--- config.mk ---
export PLATFORM = sky130hd
export DESIGN_NAME = priority_backoff_window_manager_unit
export DESIGN_NICKNAME = d
export VERILOG_FILES = /design/src/design/pbwm_pkg.sv /design/src/design/priority_backoff_window_manager_unit.sv /design/src/design/pbwm_cell.sv /design/src/design/pbwm_draw.sv
export SDC_FILE = /design/constraint.sdc
export NUM_CORES = 1
export LEC_CHECK = 0
export ABC_CLOCK_PERIOD_IN_PS = 22600
export BUFFER_PORTS_ARGS = -buffer_cell sky130_fd_sc_hd__buf_2
export CAP_MARGIN = 20
export CORE_MARGIN = 8
export CORE_UTILIZATION = 50
export DETAILED_ROUTE_END_ITERATION = 16
export PLACE_DENSITY = 0.66
export SLEW_MARGIN = 5
export SYNTH_ARGS = -nofsm -noshare
export SYNTH_HDL_FRONTEND = slang
export SYNTH_SLANG_ARGS = --single-unit
--- constraint.sdc ---
create_clock -name clk -period 22.6 [get_ports clk]
set_input_delay 2.26 -clock clk [delete_from_list [all_inputs] [get_ports clk]]
set_output_delay 2.26 -clock clk [all_outputs]
set_load 0.05 [all_outputs]
--- src/design/pbwm_pkg.sv ---
`timescale 1ns / 1ps
`default_nettype none
// ----------------------------------------------------------------------------
// pbwm_pkg: shared types and constants of the backoff window manager
// Word formats, command codes, the width/limit/m tables and the types
// that travel between the window cells and the top level.
// ----------------------------------------------------------------------------
package pbwm_pkg;

	localparam logic [1:0] FUNC_COLLISION = 2'd0;
	localparam logic [1:0] FUNC_SUCCESS   = 2'd1;
	localparam logic [1:0] FUNC_TIMEOUT   = 2'd2;
	localparam logic [1:0] FUNC_REINIT    = 2'd3;

	localparam logic [7:0] LEVEL_MAX   = 8'd255;
	localparam logic [7:0] WIDE_LEVELS = 8'd4;
	localparam logic [4:0] MK_RESET    = 5'd10;

	typedef struct packed {
		logic [1:0]  func;
		logic [2:0]  prio;
		logic [15:0] random_word;
		logic        reset_widths;
	} in_word_t;

	typedef struct packed {
		logic [6:0] backoff;
		logic [6:0] window_low;
		logic [6:0] window_high;
		logic       mk_violation;
		logic [7:0] collision_level;
	} out_word_t;

	typedef struct packed {
		logic       go;
		logic [6:0] high;
	} chain_t;

	typedef struct packed {
		logic       valid;
		logic [1:0] func;
		logic       reset_widths;
	} cell_cmd_t;

	typedef struct packed {
		logic [6:0] low;
		logic [6:0] high;
		logic [7:0] level;
	} view_t;

	function automatic logic [4:0] width_of(input logic [2:0] lvl);
		logic [4:0] w;
		case (lvl)
			3'd0: w = 5'd1;
			3'd1: w = 5'd3;
			3'd2: w = 5'd6;
			3'd3: w = 5'd10;
			3'd4: w = 5'd16;
			default: w = 5'd16;
		endcase
		return w;
	endfunction

	function automatic logic [6:0] limit_of(input logic [2:0] p);
		logic [6:0] l;
		case (p)
			3'd0: l = 7'd64;
			3'd1: l = 7'd60;
			3'd2: l = 7'd56;
			3'd3: l = 7'd52;
			3'd4: l = 7'd46;
			3'd5: l = 7'd38;
			3'd6: l = 7'd28;
			3'd7: l = 7'd16;
			default: l = 7'd16;
		endcase
		return l;
	endfunction

	function automatic logic [3:0] m_of(input logic [2:0] p);
		logic [3:0] m;
		case (p)
			3'd0: m = 4'd6;
			3'd1: m = 4'd6;
			3'd2: m = 4'd7;
			3'd3: m = 4'd7;
			3'd4: m = 4'd8;
			3'd5: m = 4'd8;
			3'd6: m = 4'd9;
			3'd7: m = 4'd10;
			default: m = 4'd10;
		endcase
		return m;
	endfunction

endpackage
`default_nettype wire

--- src/design/priority_backoff_window_manager_unit.sv ---
`timescale 1ns / 1ps
`default_nettype none
// ----------------------------------------------------------------------------
// priority_backoff_window_manager_unit: prioritized contention windows
// Per-priority stacked backoff windows with collision levels, sliding widths,
// backoff draw and (m,k) outcome check, one result word per event word.
// ----------------------------------------------------------------------------
// An event word is held in the pending stage after acceptance and is loaded
// into the output register once the output is free; no new word is taken
// while one is pending. A collision, or a success that narrows the window,
// at priority p re-chains the windows of the lower priorities one cell per
// cycle down the row of window cells; the next word is taken once that wave
// has reached the lowest cell. A reinit walks the whole row the same way,
// and its result word waits for the last cell. A new word is taken while
// the previous result still waits at the output; the one after it stalls
// until that output word is taken.
// ----------------------------------------------------------------------------
module priority_backoff_window_manager_unit #(
	parameter int PRIORITIES  = 8,
	parameter int HISTORY_MAX = 16
) (
	input  wire                   clk,
	input  wire                   arst_n,
	input  wire                   in_valid,
	output logic                  in_stall,
	input  pbwm_pkg::in_word_t    in_word,
	output logic                  out_valid,
	input  wire                   out_stall,
	output pbwm_pkg::out_word_t   out_word,
	input  wire                   cfg_we,
	input  wire [4:0]             cfg_data
);

	localparam int PW = $clog2(PRIORITIES);

	logic                   in_accept;
	logic [2:0]             prio_eff;
	pbwm_pkg::cell_cmd_t    cmd;
	pbwm_pkg::chain_t       top_in;
	pbwm_pkg::chain_t       chain_bus [PRIORITIES];
	pbwm_pkg::view_t        views [PRIORITIES];
	logic [HISTORY_MAX-1:0] hists [PRIORITIES];
	logic                   wave_busy;

	logic [4:0]             mk_window_q;
	logic                   pend_q;
	logic [1:0]             func_s1;
	logic [PW-1:0]          prio_s1;
	logic [15:0]            rnd_s1;
	logic                   out_valid_q;
	pbwm_pkg::out_word_t    out_word_q;
	pbwm_pkg::out_word_t    res;
	logic                   load;
	logic [6:0]             draw_backoff;
	logic                   draw_viol;
	pbwm_pkg::view_t        sel_view;

	assign in_accept = in_valid & ~in_stall;
	assign prio_eff  = (int'(in_word.prio) >= PRIORITIES) ? 3'(PRIORITIES - 1) : in_word.prio;

	assign cmd.valid        = in_accept;
	assign cmd.func         = in_word.func;
	assign cmd.reset_widths = in_word.reset_widths;

	assign top_in.go   = in_accept & (in_word.func == pbwm_pkg::FUNC_REINIT);
	assign top_in.high = 7'd0;

	for (genvar i = 0; i < PRIORITIES; i++) begin : g_cell
		pbwm_cell #(
			.PRIORITIES  (PRIORITIES),
			.HISTORY_MAX (HISTORY_MAX),
			.IDX         (i)
		) u_cell (
			.clk       (clk),
			.arst_n    (arst_n),
			.cmd       (cmd),
			.sel       (prio_eff == 3'(i)),
			.chain_in  ((i == PRIORITIES - 1) ? top_in : chain_bus[(i + 1) % PRIORITIES]),
			.chain_out (chain_bus[i]),
			.view      (views[i]),
			.hist      (hists[i])
		);
	end

	always_comb begin
		wave_busy = 1'b0;
		for (int i = 1; i < PRIORITIES; i++)
			wave_busy = wave_busy | chain_bus[i].go;
	end

	assign in_stall = pend_q | wave_busy;
	assign load     = pend_q & ~(wave_busy & (func_s1 == pbwm_pkg::FUNC_REINIT))
		& (~out_valid_q | ~out_stall);
	assign sel_view = views[prio_s1];

	pbwm_draw #(
		.HISTORY_MAX (HISTORY_MAX)
	) u_draw (
		.low     (sel_view.low),
		.high    (sel_view.high),
		.rnd     (rnd_s1),
		.hist    (hists[prio_s1]),
		.k       (mk_window_q),
		.m       (pbwm_pkg::m_of(3'(prio_s1))),
		.backoff (draw_backoff),
		.viol    (draw_viol)
	);

	always_comb begin
		res.backoff         = (func_s1 == pbwm_pkg::FUNC_COLLISION) ? draw_backoff : 7'd0;
		res.window_low      = sel_view.low;
		res.window_high     = sel_view.high;
		res.mk_violation    = ((func_s1 == pbwm_pkg::FUNC_SUCCESS)
			|| (func_s1 == pbwm_pkg::FUNC_TIMEOUT)) ? draw_viol : 1'b0;
		res.collision_level = sel_view.level;
	end

	always_ff @(posedge clk or negedge arst_n) begin
		if (!arst_n) begin
			mk_window_q <= pbwm_pkg::MK_RESET;
			pend_q      <= 1'b0;
			out_valid_q <= 1'b0;
		end else begin
			if (cfg_we)
				mk_window_q <= cfg_data;
			if (in_accept)
				pend_q <= 1'b1;
			else if (load)
				pend_q <= 1'b0;
			if (load)
				out_valid_q <= 1'b1;
			else if (!out_stall)
				out_valid_q <= 1'b0;
		end
	end

	always_ff @(posedge clk) begin
		if (in_accept) begin
			func_s1 <= in_word.func;
			prio_s1 <= prio_eff[PW-1:0];
			rnd_s1  <= in_word.random_word;
		end
		if (load)
			out_word_q <= res;
	end

	assign out_valid = out_valid_q;
	assign out_word  = out_word_q;

endmodule
`default_nettype wire

--- src/design/pbwm_cell.sv ---
`timescale 1ns / 1ps
`default_nettype none
// ----------------------------------------------------------------------------
// pbwm_cell: window cell of one priority
// Holds width, window, collision level, success run and outcome history of
// one priority; takes its window start from the cell above and hands its
// window end to the cell below.
// ----------------------------------------------------------------------------
module pbwm_cell #(
	parameter int PRIORITIES  = 8,
	parameter int HISTORY_MAX = 16,
	parameter int IDX         = 0
) (
	input  wire                       clk,
	input  wire                       arst_n,
	input  pbwm_pkg::cell_cmd_t       cmd,
	input  wire                       sel,
	input  pbwm_pkg::chain_t          chain_in,
	output pbwm_pkg::chain_t          chain_out,
	output pbwm_pkg::view_t           view,
	output logic [HISTORY_MAX-1:0]    hist
);

	localparam logic [6:0] RST_LOW = 7'(1 + 2 * (PRIORITIES - 1 - IDX));
	localparam logic [6:0] LIMIT   = pbwm_pkg::limit_of(3'(IDX));

	logic [4:0]             width_q, width_n;
	logic [6:0]             low_q, low_n;
	logic [6:0]             high_q, high_n;
	logic [7:0]             level_q, level_n;
	logic [1:0]             run_q, run_n;
	logic [HISTORY_MAX-1:0] hist_q, hist_n;
	logic                   go_q;
	logic                   start;
	logic                   recompute;
	logic [7:0]             lvl_inc, lvl_dec, sum_w;

	always_comb begin
		width_n = width_q;
		level_n = level_q;
		run_n   = run_q;
		hist_n  = hist_q;
		start   = 1'b0;
		lvl_inc = (level_q == pbwm_pkg::LEVEL_MAX) ? level_q : level_q + 8'd1;
		lvl_dec = (level_q == 8'd0) ? level_q : level_q - 8'd1;
		if (cmd.valid && cmd.func == pbwm_pkg::FUNC_REINIT) begin
			if (cmd.reset_widths)
				width_n = 5'd1;
			level_n = 8'd0;
			run_n   = 2'd0;
		end else if (cmd.valid && sel) begin
			case (cmd.func)
				pbwm_pkg::FUNC_COLLISION: begin
					run_n   = 2'd0;
					level_n = lvl_inc;
					if (lvl_inc <= pbwm_pkg::WIDE_LEVELS)
						width_n = pbwm_pkg::width_of(lvl_inc[2:0]);
					start = 1'b1;
				end
				pbwm_pkg::FUNC_SUCCESS: begin
					hist_n = {hist_q[HISTORY_MAX-2:0], 1'b1};
					if (run_q >= 2'd2) begin
						run_n   = 2'd1;
						level_n = lvl_dec;
						if (lvl_dec == 8'd0) begin
							width_n = 5'd1;
						end else if (lvl_dec <= pbwm_pkg::WIDE_LEVELS) begin
							width_n = pbwm_pkg::width_of(3'(lvl_dec - 8'd1));
							start   = 1'b1;
						end
					end else begin
						run_n = run_q + 2'd1;
					end
				end
				pbwm_pkg::FUNC_TIMEOUT: begin
					hist_n = {hist_q[HISTORY_MAX-2:0], 1'b0};
				end
				default: begin
					hist_n = hist_q;
				end
			endcase
		end
		low_n     = chain_in.go ? chain_in.high + 7'd1 : low_q;
		recompute = chain_in.go | start;
		sum_w     = {1'b0, low_n} + {3'b000, width_n};
		if (recompute)
			high_n = (sum_w < {1'b0, LIMIT}) ? sum_w[6:0] : LIMIT;
		else
			high_n = high_q;
	end

	always_ff @(posedge clk or negedge arst_n) begin
		if (!arst_n) begin
			width_q <= 5'd1;
			low_q   <= RST_LOW;
			high_q  <= RST_LOW + 7'd1;
			level_q <= 8'd0;
			run_q   <= 2'd0;
			hist_q  <= '1;
			go_q    <= 1'b0;
		end else begin
			width_q <= width_n;
			low_q   <= low_n;
			high_q  <= high_n;
			level_q <= level_n;
			run_q   <= run_n;
			hist_q  <= hist_n;
			go_q    <= recompute;
		end
	end

	assign chain_out.go   = go_q;
	assign chain_out.high = high_q;
	assign view.low       = low_q;
	assign view.high      = high_q;
	assign view.level     = level_q;
	assign hist           = hist_q;

endmodule
`default_nettype wire

--- src/design/pbwm_draw.sv ---
`timescale 1ns / 1ps
`default_nettype none
// ----------------------------------------------------------------------------
// pbwm_draw: backoff draw and (m,k) check
// Scales the random word onto the selected window and counts the successes
// among the last k outcomes of the selected history.
// ----------------------------------------------------------------------------
module pbwm_draw #(
	parameter int HISTORY_MAX = 16
) (
	input  wire [6:0]             low,
	input  wire [6:0]             high,
	input  wire [15:0]            rnd,
	input  wire [HISTORY_MAX-1:0] hist,
	input  wire [4:0]             k,
	input  wire [3:0]             m,
	output logic [6:0]            backoff,
	output logic                  viol
);

	localparam int NIB   = (HISTORY_MAX + 3) / 4;
	localparam int PADW  = NIB * 4;
	localparam int CNT_W = $clog2(PADW + 1);

	logic [6:0]             span;
	logic [22:0]            prod;
	logic [7:0]             sum_b;
	logic [5:0]             keff;
	logic [HISTORY_MAX-1:0] masked;
	logic [PADW-1:0]        padded;
	logic [2:0]             nib_cnt [NIB];
	logic [CNT_W-1:0]       cnt;

	always_comb begin
		span    = high - low + 7'd1;
		prod    = 23'(rnd) * 23'(span);
		sum_b   = {1'b0, low} + {1'b0, prod[22:16]};
		backoff = (high >= low) ? sum_b[6:0] : low;
	end

	always_comb begin
		if (k == 5'd0)
			keff = 6'd1;
		else if (int'(k) > HISTORY_MAX)
			keff = 6'(HISTORY_MAX);
		else
			keff = {1'b0, k};
		for (int i = 0; i < HISTORY_MAX; i++)
			masked[i] = hist[i] & (6'(i) < keff);
		padded = '0;
		padded[HISTORY_MAX-1:0] = masked;
		for (int j = 0; j < NIB; j++)
			nib_cnt[j] = 3'(padded[4*j]) + 3'(padded[4*j+1])
				+ 3'(padded[4*j+2]) + 3'(padded[4*j+3]);
		cnt = '0;
		for (int j = 0; j < NIB; j++)
			cnt = cnt + CNT_W'(nib_cnt[j]);
		viol = (8'(cnt) < 8'(m));
	end

endmodule
`default_nettype wire

==> results of run 1 <==
routing by layer:
layer  track usage (%)  vias up  part of all wire, %  wire length, µm
li1                  -    12250                    -                -
met3             3.740      122                  6.5             5663
met1             32.75    12760                   44            38320
met5                 0        -                0.015               13
met4             5.142        2                  1.9             1674
met2             38.48      788                   48            41440
worst max-delay path by stage:
| stage | from | to | slack [ns] | cells after the start |
|---|---|---|---|---|
| 4_1_cts | prio_s1[1]$_DFFE_PP_ | out_word[29]$_SDFFCE_PP0P_ | 11.83 | 38 |
| 3_3_place_gp | prio_s1[1]$_DFFE_PP_ | out_word[29]$_SDFFCE_PP0P_ | 12.17 | 38 |
| 2_1_floorplan | prio_s1[0]$_DFFE_PP_ | out_word[29]$_SDFFCE_PP0P_ | 12.77 | 40 |
| 3_5_place_dp | prio_s1[1]$_DFFE_PP_ | out_word[29]$_SDFFCE_PP0P_ | 11.88 | 38 |
| 6_report | prio_s1[1]$_DFFE_PP_ | out_word[29]$_SDFFCE_PP0P_ | 11.84 | 38 |
| 5_1_grt | prio_s1[1]$_DFFE_PP_ | out_word[29]$_SDFFCE_PP0P_ | 11.22 | 38 |
worst max-delay path, delay by kind of cell (launching register included):
kind / cells / cell delay (ns)
multiplexers: 2 / 0.89
XOR/XNOR: 2 / 0.30
flip-flops: 1 / 0.89
buffers and inverters: 6 / 1.32
AND/OR/NAND/NOR: 4 / 0.91
adder cells (fa/ha/maj): 8 / 3.34
AO/OA/AOI/OAI: 16 / 2.83
through the flow:
| step | worst slack [ns] | utilization, % | cell area [µm²] | hold WS [ns] |
|---|---|---|---|---|
| after floorplan | 12.77 | - | 32430 | 0.4399 |
| after global placement | 12.17 | 51.72 | 33280 | 0.4624 |
| after detailed placement | 11.88 | 51.72 | 33280 | 0.4691 |
| after CTS | 11.83 | 54.66 | 35170 | 0.4783 |
| after global routing | 11.22 | 54.75 | 35230 | 0.4942 |
| final | 11.84 | 54.76 | 35230 | 0.4746 |
cells in the mapped netlist (24+ instances only):
cell        n  area [µm²]
o21ai_1    45       225.2
inv_1     233       874.6
nor3_1     72       360.4
dfrtp_1   203        5080
fa_1       89        1782
nor2b_1    34       212.7
o21ai_0   160       800.8
a31oi_1    58       362.9
mux2_2    153        1723
a211oi_1   24       180.2
mux4_2     76        1712
nand3_1    99       495.5
a21oi_1   201        1006
edfxtp_1   51        1531
and2_1     67       419.2
nand2_1   360        1351
ha_1      175        2190
o31ai_1    31       232.7
nor4_1     25       156.4
nand2b_1   31       193.9
nand4_1    29       181.4
and3_1     30       187.7
nor2_1    270        1013
dfstp_2   171        4493
clkbuf_1  159       596.8
a21o_1     44       330.3
mux2i_1    48       480.5
xnor2_1    67       586.8
xor2_1     39       341.6
kinds of logic after synthesis:
| kind of cell | count (synthesis) | synth area share, % |
|---|---|---|
| muxes | 292 | 12.68 |
| DFF | 429 | 34.49 |
| and+or+nand+nor | 1140 | 17.01 |
| AOI/OAI and AO/OA | 777 | 15.41 |
| adders and majority gates | 270 | 12.43 |
| xor gates and xnor gates | 106 | 2.863 |
| buffers and inverters | 433 | 5.124 |
flip-flops by register name (all words and copies together), names as in the netlist:
| name | count |
|---|---|
| func_s1 | 2 |
| g_cell.u_cell.go_q | 7 |
| g_cell.u_cell.high_q | 56 |
| g_cell.u_cell.hist | 128 |
| g_cell.u_cell.level_q | 64 |
| g_cell.u_cell.low_q | 56 |
| g_cell.u_cell.run_q | 16 |
| g_cell.u_cell.width_q | 40 |
| mk_window_q | 5 |
| out_valid | 1 |
| out_word | 30 |
| pend_q | 1 |
| prio_s1 | 3 |
| rnd_s1 | 16 |
| u_draw.m | 4 |
layout make-up:
type | count | area [µm²] | share of cell area [%]
Inverter | 237 | 889.6 | 2.525
Antenna cell | 2 | 5.005 | 0.01420
Tap cell | 855 | 1070 | 3.036
Multi-Input combinational cell | 2585 | 19620 | 55.68
Clock buffer | 61 | 1396 | 3.963
Timing Repair Buffer | 94 | 578.1 | 1.641
Sequential cell | 429 | 11180 | 31.74
Clock inverter | 35 | 491.7 | 1.396
==> reports/results.txt, run 1 <==
run status -> finished, final reports clean
CTS Buffer Depth -> 3
final worst-path cycle share -> 47.60%
Crit path largest cell delay -> 0.91 ns
Via density -> 6.031
root buf cell -> clkbuf_16
GPL Wtd Cong -> 0.9091
H-tree lvl count -> 2
Die Footprint -> 73,260 µm²
DRT Wirelength -> 87.11 mm
Hold WC Path Type -> reg -> reg
Hold Startpoint -> g_cell[3].u_cell.hist[0]$_DFFE_PN1P_
Die Width -> 270.7 µm
fill cell count -> 5,711
Final Slew Violations -> 0
CP arrival -> 11.12 ns
post-CTS sizing -> 0
DR iter-0 viols -> 2,153
CTS tree -> done
dpl hpwl -> 63.56 mm
r2r endpoint -> out_word[29]$_SDFFCE_PP0P_
commonest non-fill, non-tap cell in the layout -> nand2_1
Worst-Margin Slew -> 1.079 ns
setup_tns -> 0 ns
number of synthesized flops with an enable pin -> 51
Avg WL per Cell -> 20.27 µm
vias in the first global route -> 25,650
most frequent cells in the layout -> 360 x nand2_1, 270 x nor2_1, 233 x inv_1, 203 x dfrtp_1, 200 x a21oi_1
CP Class -> reg -> reg
post-route ant nets -> 0
Hold Crit Depth -> 2
Worst slew margin -> 27.41%
Worst EP required -> 22.96 ns
Main synth FF type -> dfrtp_1
Synth async-reset ratio -> 87.18%
I/O Buffers -> 63
RSZ-0062 raised after global routing -> false
post-CTS setup buffer count -> 0
fmax -> 92.96 MHz
cts hold-fix bufs -> 0
initial antenna violation count -> 3
FF+latch count, synth -> 429
worst-path maximum fanout -> 63
first-pass detailed-route iteration total -> 5
Nets -> 3,694
Hold Path End -> g_cell[3].u_cell.hist[0]$_DFFE_PN1P_
Syn Nets -> 3,743
total of max-cap violations -> 0
gr usage total -> 23.51%
# IOs -> 64
Starting Density -> 50.39%
worst skew pair latency -> 0.63 ns
DRC Markers -> 0
Layout Cells excl Fill -> 4,298
r2r setup slk -> 11.84 ns
crit path time final -> 10.76 ns
via count -> 25,920
Final Setup Violations -> 0
first-pass GRT wire length -> 142.0 mm
Clock Skew -> 0.04079 ns
Cell Rows -> 93
CTS Buf Count -> 51
Clock Sinks -> 429
Placeable Area -> 64,350 µm²
GRT Residual Overflow -> 0
Synthesis Warnings -> 0
post-synthesis sequential area ratio -> 34.49%
Mapped Avg Cell Area -> 9.407 µm²
largest net degree at the start of global routing -> 104
Synth Cell Area -> 32,430 µm²
die height -> 270.7 µm
Distinct cells, synth -> 105
clk slew on worst S/H paths -> 0.06 ns
Worst R2R Path Depth -> 38
share of cells above drive strength 1 -> 18.66%
r2r startpoint -> prio_s1[1]$_DFFE_PP_
slowest cell on the critical path -> buf_4
final hold violation count -> 0
area grow syn2layout -> 8.655%
Post-Syn Instances -> 3,447
CP Capture Type -> register
# placed instances -> 4,195
Startpoint Class -> register
Power of run 1 is left out: the tool's default activity adds up to more than one toggle a clock period on the data nets, which glitch-free logic cannot reach.
==> inputs of run 2 (changes only) <==
--- a/config.mk
+++ b/config.mk
@@ -5,13 +5,13 @@
 export SDC_FILE = /design/constraint.sdc
 export NUM_CORES = 1
 export LEC_CHECK = 0
-export ABC_CLOCK_PERIOD_IN_PS = 22600
+export ABC_CLOCK_PERIOD_IN_PS = 9300
 export BUFFER_PORTS_ARGS = -buffer_cell sky130_fd_sc_hd__buf_2
 export CAP_MARGIN = 20
 export CORE_MARGIN = 8
 export CORE_UTILIZATION = 50
 export DETAILED_ROUTE_END_ITERATION = 16
-export PLACE_DENSITY = 0.66
+export PLACE_DENSITY = 0.68
 export SLEW_MARGIN = 5
 export SYNTH_ARGS = -nofsm -noshare
 export SYNTH_HDL_FRONTEND = slang
==> constraint.sdc (replaced) <==
create_clock -name clk -period 9.3 [get_ports clk]
set_input_delay 0.93 -clock clk [delete_from_list [all_inputs] [get_ports clk]]
set_output_delay 0.93 -clock clk [all_outputs]
set_load 0.05 [all_outputs]
==> reports/results.txt, run 2 (synthesis results as in run 1) <==
run status -> finished, final reports clean
Critical path origin -> prio_s1[0]$_DFFE_PP_
CP Capture Type -> register
GPL Wtd Cong -> 0.9233
r2r endpoint -> out_word[29]$_SDFFCE_PP0P_
Worst R2R Path Depth -> 39
most frequent cells in the layout -> 360 x nand2_1, 268 x nor2_1, 232 x inv_1, 203 x dfrtp_1, 194 x a21oi_1
Cell Rows -> 93
Worst slew margin -> 27.94%
Placeable Area -> 64,350 µm²
area grow syn2layout -> 9.392%
root buf cell -> clkbuf_16
slowest cell on the critical path -> fa_2
post-route ant nets -> 0
commonest non-fill, non-tap cell in the layout -> nand2_1
cts hold-fix bufs -> 0
CP Depth -> 39
Final Setup Violations -> 0
Via density -> 6.124
Nets -> 3,722
clk slew on worst S/H paths -> 0.06 ns
DR iter-0 viols -> 2,860
worst-path maximum fanout -> 13
gr usage total -> 23.70%
Final Slew Violations -> 0
cell family with most CP delay -> adder cells
# IOs -> 64
final worst-path cycle share -> 96.57%
crit path time final -> 8.981 ns
Clock Skew -> 0.05215 ns
CTS Buf Count -> 50
Final Util -> 55.13%
first-pass GRT wire length -> 142.6 mm
Starting Density -> 50.39%
CTS tree -> done
Worst-Margin Slew -> 1.074 ns
initial antenna violation count -> 1
CP arrival -> 9.34 ns
r2r setup slk -> 0.32 ns
share of cells above drive strength 1 -> 19.84%
fmax -> 111.3 MHz
DRT Wirelength -> 89.04 mm
Hold WC Path Type -> in -> async
H-tree lvl count -> 2
largest net degree at the start of global routing -> 173
vias in the first global route -> 25,420
Crit path largest cell delay -> 0.55 ns
Die Width -> 270.7 µm
Worst EP required -> 9.66 ns
first-pass detailed-route iteration total -> 7
Startpoint Class -> register
GRT Residual Overflow -> 0
final hold violation count -> 0
total of max-cap violations -> 0
r2r startpoint -> prio_s1[0]$_DFFE_PP_
worst setup path end -> out_word[29]$_SDFFCE_PP0P_
Avg WL per Cell -> 20.60 µm
Die Footprint -> 73,260 µm²
Buffers & Inverters on Critical Path -> 9
die height -> 270.7 µm
I/O Buffers -> 63
RSZ-0062 raised after global routing -> true
Most common cell on crit path -> inv_1
fill cell count -> 5,569
via count -> 26,480
CP Class -> reg -> reg
worst skew pair latency -> 0.64 ns
CTS Buffer Depth -> 3
dpl hpwl -> 64.54 mm
DRC Markers -> 0
max reg flops -> 128
Clock Sinks -> 429
run 2: changes by cell type in the layout (fill, tap and decap cells not counted), sizes merged:
| cell | before | now |
|---|---|---|
| buf | 94 | 121 |
| bufinv | 9 | 1 |
| clkinv | 16 | 11 |
| clkbuf | 61 | 79 |
| inv | 239 | 238 |
| clkinvlp | 8 | 3 |
| diode | 2 | 1 |
run 2: final cells by class:
type	instances	area [µm²]	area share [%]
Clock buffer	77	1443	4.067
Clock inverter	16	187.7	0.5291
Inverter	237	889.6	2.508
Tap cell	855	1070	3.016
Timing Repair Buffer	123	863.3	2.434
Multi-Input combinational cell	2585	19830	55.91
Sequential cell	429	11180	31.53
Antenna cell	1	2.502	0.007054
run 2: layer usage:
layer / GRT usage, % / wire (µm)
met5: 0 / 0
met4: 5.988 / 2170
met3: 3.432 / 6058
met2: 38.53 / 41800
met1: 33.12 / 39000
run 2: how the worst min path moves through the flow:
| stage | cells past startpoint | slack, ns | end | start |
|---|---|---|---|---|
| 3_3_place_gp | 2 | 0.46 | g_cell[5].u_cell.hist[0]$_DFFE_PN1P_ | g_cell[5].u_cell.hist[0]$_DFFE_PN1P_ |
| 6_report | 1 | 0.33 | g_cell[4].u_cell.width_q[2]$_DFF_PN0_ | arst_n |
| 3_5_place_dp | 2 | 0.46 | g_cell[5].u_cell.hist[0]$_DFFE_PN1P_ | g_cell[5].u_cell.hist[0]$_DFFE_PN1P_ |
| 2_1_floorplan | 2 | 0.44 | g_cell[5].u_cell.width_q[2]$_DFF_PN0_ | g_cell[5].u_cell.width_q[2]$_DFF_PN0_ |
| 5_1_grt | 1 | 0.37 | g_cell[7].u_cell.level_q[1]$_DFFE_PN0P_ | arst_n |
| 4_1_cts | 1 | 0.33 | g_cell[7].u_cell.level_q[0]$_DFFE_PN0P_ | arst_n |
run 2: what timing repair did:
item,4_1_cts,5_1_grt
resized for setup,3,44
setup buffers,2,13
cloned,0,2
endpoints found under the setup margin,1,1
pin swaps,0,19
run 2: through the flow:
| step | cell area (µm²) | setup TNS (ns) | cells | hold slack, ns | worst slack, ns |
|---|---|---|---|---|---|
| finish | 35470 | 0 | 4323 | 0.3346 | 0.3190 |
| global route | 35470 | -0.1337 | 4322 | 0.3690 | -0.1337 |
| floorplan | 32440 | 0 | 3447 | 0.4399 | 0.01157 |
| global placement | 33400 | 0 | 4207 | 0.4646 | 0.1649 |
| CTS | 35060 | 0 | 4302 | 0.3339 | 0.03014 |
| detailed placement | 33400 | -0.05912 | 4207 | 0.4644 | -0.05912 |
Power of run 2 is left out for the same reason.
